## config.mk

```make
export PLATFORM = sky130hd
export DESIGN_NAME = gbp_ctrl
export DESIGN_NICKNAME = d
export VERILOG_FILES = /design/src/design/gbp_pkg.sv /design/src/design/gbp_ctrl.sv
export SDC_FILE = /design/constraint.sdc
export NUM_CORES = 1
export LEC_CHECK = 0
export BUFFER_PORTS_ARGS = -buffer_cell sky130_fd_sc_hd__buf_2
export CAP_MARGIN = 5
export CORE_AREA = 3 3 40 42
export CTS_BUF_LIST = sky130_fd_sc_hd__clkbuf_4
export CTS_CLUSTER_DIAMETER = 150
export DETAILED_ROUTE_END_ITERATION = 16
export DIE_AREA = 0 0 43 45
export PLACE_DENSITY_LB_ADDON = 0.15
export SKIP_CTS_REPAIR_TIMING = 1
export SYNTH_ARGS = -nofsm -noshare
export SYNTH_HDL_FRONTEND = slang
export SYNTH_SLANG_ARGS = --single-unit
```

## constraint.sdc

```tcl
create_clock -name clock -period 1.1 [get_ports clock]
set_input_delay 0.055 -clock clock [delete_from_list [all_inputs] [get_ports clock]]
set_output_delay 0.055 -clock clock [all_outputs]
set_load 0.05 [all_outputs]
```

## src/design/gbp_pkg.sv

```systemverilog
package gbp_pkg;

   localparam int unsigned ADDR_W = 64;

   localparam logic CMD_PREDICT = 1'b0;
   localparam logic CMD_UPDATE  = 1'b1;

   localparam logic [ADDR_W-1:0] PC_STEP = 64'd4;

   localparam logic [1:0] CTR_MIN   = 2'd0;
   localparam logic [1:0] CTR_TAKEN = 2'd2;
   localparam logic [1:0] CTR_MAX   = 2'd3;
   localparam logic [1:0] CTR_STEP  = 2'd1;

   typedef struct packed {
      logic              valid;
      logic              cond;
      logic [ADDR_W-1:0] tag;
      logic [ADDR_W-1:0] target;
   } btb_entry_type;

   typedef struct packed {
      logic clear;
      logic accept;
      logic finish;
   } ctrl_cmd_type;

   typedef struct packed {
      logic clear_last;
      logic is_update;
      logic rsp_free;
   } dp_status_type;

endpackage

```

## src/design/gbp_ctrl.sv

```systemverilog
module gbp_ctrl (
   input  logic                  clock,
   input  logic                  reset,
   input  logic                  req_valid,
   output logic                  req_ready,
   input  gbp_pkg::dp_status_type status,
   output gbp_pkg::ctrl_cmd_type  cmd
);

   typedef enum logic [1:0] {
      ST_CLEAR,
      ST_IDLE,
      ST_LOOKUP
   } state_type;

   state_type state_ff;
   state_type state_in;

   always_comb begin
      cmd.clear  = (state_ff == ST_CLEAR);
      cmd.accept = (state_ff == ST_IDLE) && req_valid;
      cmd.finish = (state_ff == ST_LOOKUP) && (status.is_update || status.rsp_free);
      req_ready  = (state_ff == ST_IDLE);
   end

   always_comb begin
      state_in = state_ff;
      unique case (state_ff)
         ST_CLEAR: begin
            if (status.clear_last) begin
               state_in = ST_IDLE;
            end
         end
         ST_IDLE: begin
            if (req_valid) begin
               state_in = ST_LOOKUP;
            end
         end
         ST_LOOKUP: begin
            if (cmd.finish) begin
               state_in = ST_IDLE;
            end
         end
         default: begin
            state_in = ST_CLEAR;
         end
      endcase
   end

   always_ff @(posedge clock) begin
      if (reset) begin
         state_ff <= ST_CLEAR;
      end else begin
         state_ff <= state_in;
      end
   end

endmodule

```

Word level (Yosys, flattened, before mapping)
Index checks and enable logic that the tools add are counted.
Storage, ports and cells
  register bits after elaboration: 2
  output and inout bits: 4
Cells by class
  multiplexer cells: 4
  equal/unequal tests: 5
  reduce and logical (&&, ||, !) cells: 5
Operators by type and width (count)
  two-way mux 2 bit: 3
  != test 2 bit, second input constant: 3
  case mux 2 bit (3 select lines): 1
  AND reduction 3 bit: 1
  == test 2 x 1 -> 1 bit, second input constant: 1
  == test 2 bit, second input constant: 1
  logical AND 1 bit: 2
  zero test 2 bit: 1
  logical OR 1 bit: 1

Logic depth before layout (Yosys ltp)
  depth in word-level cells: 4
  gate-level depth with buffers: 2

Worst setup path before layout
Ideal clock, no wire load.
  kind: reg2out
  from: reg state_ff[1]
  to: out cmd[0] in the netlist's numbering
  buffers on the path: 0
  arrival: 1.552 ns
  stages on the path, launching flop included: 2
  setup slack: -0.507 ns
  path through: dfxtp_1 > nor3b_1
RTL lines
  start: declaration: RTL line gbp_ctrl.sv:16  | state_type state_ff;
  start signal: assignment: RTL line gbp_ctrl.sv:54  | state_ff <= state_in;
  end: declaration: RTL line gbp_ctrl.sv:7  | output gbp_pkg::ctrl_cmd_type cmd

==> flow_summary.yaml <==
worst_setup_path:
  cp_common_cell: "buf_6"
  worstPathRequired_ns: 1.04
  crit_path_end_kind: "output port"
  cp.arrival_ns: 1.02
  critPathMaxStageDelay_ns: 0.35
  crit_chain: "buf_6 -> nor3b_4 -> buf_6"
  worst-path-buf-inv: 2
  crit_type: "reg2out"
  critPathLaunchType: "flip-flop"
  cp_max_fo: 5
  cp_slowest_cell: "dfxtp_4"
  critical_path.top_delay_family: "flip-flops"
final_layout:
  nets: 34
  largest_register_ffs: 2
  n_fill_cell: 150
  antennaDiodeCount: 0
  largestRegisters: "state_ff (2)"
  seq_area_um2: 47.55
  drive_above_1_share_pct: 76.92
  layout_common_cells: "5 x buf_2, 3 x nor2_1, 3 x clkbuf_4, 3 x buf_6"
  layout_commonest_cell: "buf_2"
  syn2layout_area_growth_pct: 104.9
  stdcell_area_um2: 261.5
  largest_register: "state_ff"
  multi_input_area_um2: 98.84
sta:
  finalHoldViolCount: 0
  hold_slack_ns: 0.05367
  maxSlewViolCount: 0
  finClkSkew_ns: 0.004074
  fin_crit_sh_pct: 98.08
  fmax_ghz: 0.9269
  slew_headroom_pct: 79.91
  rsz0062_at_grt: "yes"
  fin_crit_ns: 1.079
  setup-violations-final: 0
  worst_pin_slew_ns: 0.2974
drt:
  dr.pass1.iters: 1
  totalWireLength_um: 376
  final_antenna_net_count: 0
  drt-vias-per-instance: 3.512
  drtIter0Drc: 0
  route.detailed.drc: 0
  vias: 144
  routedWlPerCell_um: 9.171
global_routing:
  antenna_found_initial: 0
  grt-ovfl-total: 0
  globalRoute.busiestLayer: "met4"
  use_met2_pct: 5.389
  grt_max_degree: 9
  grt_pass1_vias: 159
  grt_use_met3_pct: 1.992
  use_met1_pct: 5.981
  grt_pass1_wl_um: 655
  grt_use_total_pct: 4.983
floorplan:
  floorplan.initialDensity_pct: 9.932
  die_area_um2: 1935
  core.rowCount: 13
  die_y_um: 45
  pin_count: 10
  core_um2: 1285
  fp.dieW_um: 43
clocking:
  cts_tree: "built"
  cts_sinks: 2
  h-tree-depth: 1
  clk_path_buf_depth: 2
  clk_latency_ns: 0.22
  cts_buffers: 3
  root_buffer: "clkbuf_4"
  clk_pin_slew_ns: 0.03
power_and_ir_drop:
  ir_drop_uv: 393.5
  p_per_area_nw_per_um2: 1369
  power.total_w: 0.0003580
  p_leak_nw: 0.1099
status:
  status: "complete, no violations"
yosys:
  synth_area_um2: 127.6
  synthesis.nets: 19
  seq_area_frac_synth_pct: 31.37
  synth_area_per_cell_um2: 9.817
  syn_inst: 13
  ys_seq_elements: 2
  yosys_warnings: 0
  synth_cell_type_count: 10
flow_run:
  maxCapViolCount: 0
placed_design:
  place_area_um2: 210.2
  io_buffer_count: 9
  place_congestion: 0.6019
  dp_hpwl_um: 293.6
hold_path:
  hold_path.class: "in2reg"
[worst paths after layout]
check	startpoint	to	slack, ns	cells after the start
min reg2reg	state_ff[0]	state_ff[0]	0.48	1
min	reset	state_ff[0]	0.05	2
max reg2reg	state_ff[1]	state_ff[0]	0.05	2
max	state_ff[0]	cmd[0]	0.02	3
[final cells by class]
| class | count | share of cell area [%] |
|---|---|---|
| multi-input cells | 11 | 37.80 |
| repair buffers | 10 | 28.23 |
| flip-flops and latches | 2 | 18.18 |
| clock buffers | 3 | 8.612 |
| well taps | 15 | 7.177 |
[metrics by stage]
step / TNS, ns / utilization, % / std cells / worst slack (ns)
after floorplan: 0 / - / 13 / 0.01836
after global placement: 0 / 16.36 / 38 / 0.05205
after detailed placement: 0 / 16.36 / 38 / 0.01837
after CTS: -0.3015 / 18.11 / 41 / -0.1196
after global routing: -0.01660 / 20.35 / 41 / -0.01029
final: 0 / 20.35 / 41 / 0.02110
[report_power, final]
| part | internal, W | total (W) | switching, W |
|---|---|---|---|
| clock network | 0.000120 | 0.000158 | 0.0000382 |
| logic | 0.0000472 | 0.000114 | 0.0000665 |
| registers | 0.0000781 | 0.0000860 | 0.00000795 |
| total | 0.000245 | 0.000358 | 0.000113 |
[Yosys cell counts]
| master | instances | area share, % |
|---|---|---|
| o41ai_1 | 1 | 6.9 |
| nor3b_2 | 1 | 9.8 |
| o21ba_2 | 1 | 7.8 |
| dfxtp_1 | 2 | 31 |
| nor4b_1 | 1 | 6.9 |
| and3b_2 | 1 | 7.8 |
| and2b_2 | 1 | 6.9 |
| nor2_1 | 3 | 8.8 |
| nor3b_1 | 1 | 5.9 |
| or4b_1 | 1 | 7.8 |
[per-layer routing]
metal	routed length, µm	vias to the layer above
li1	-	78
met1	194	56
met4	0	0
met2	135	10
met3	46	0
met5	0	-
[kinds of logic after synthesis]
kind of cell | count (synthesis) | share of synthesized area (%)
DFF | 2 | 31.37
and+or+nand+nor | 9 | 53.92
AOI/OAI and AO/OA | 2 | 14.71
(Power assumes the default switching activity.)
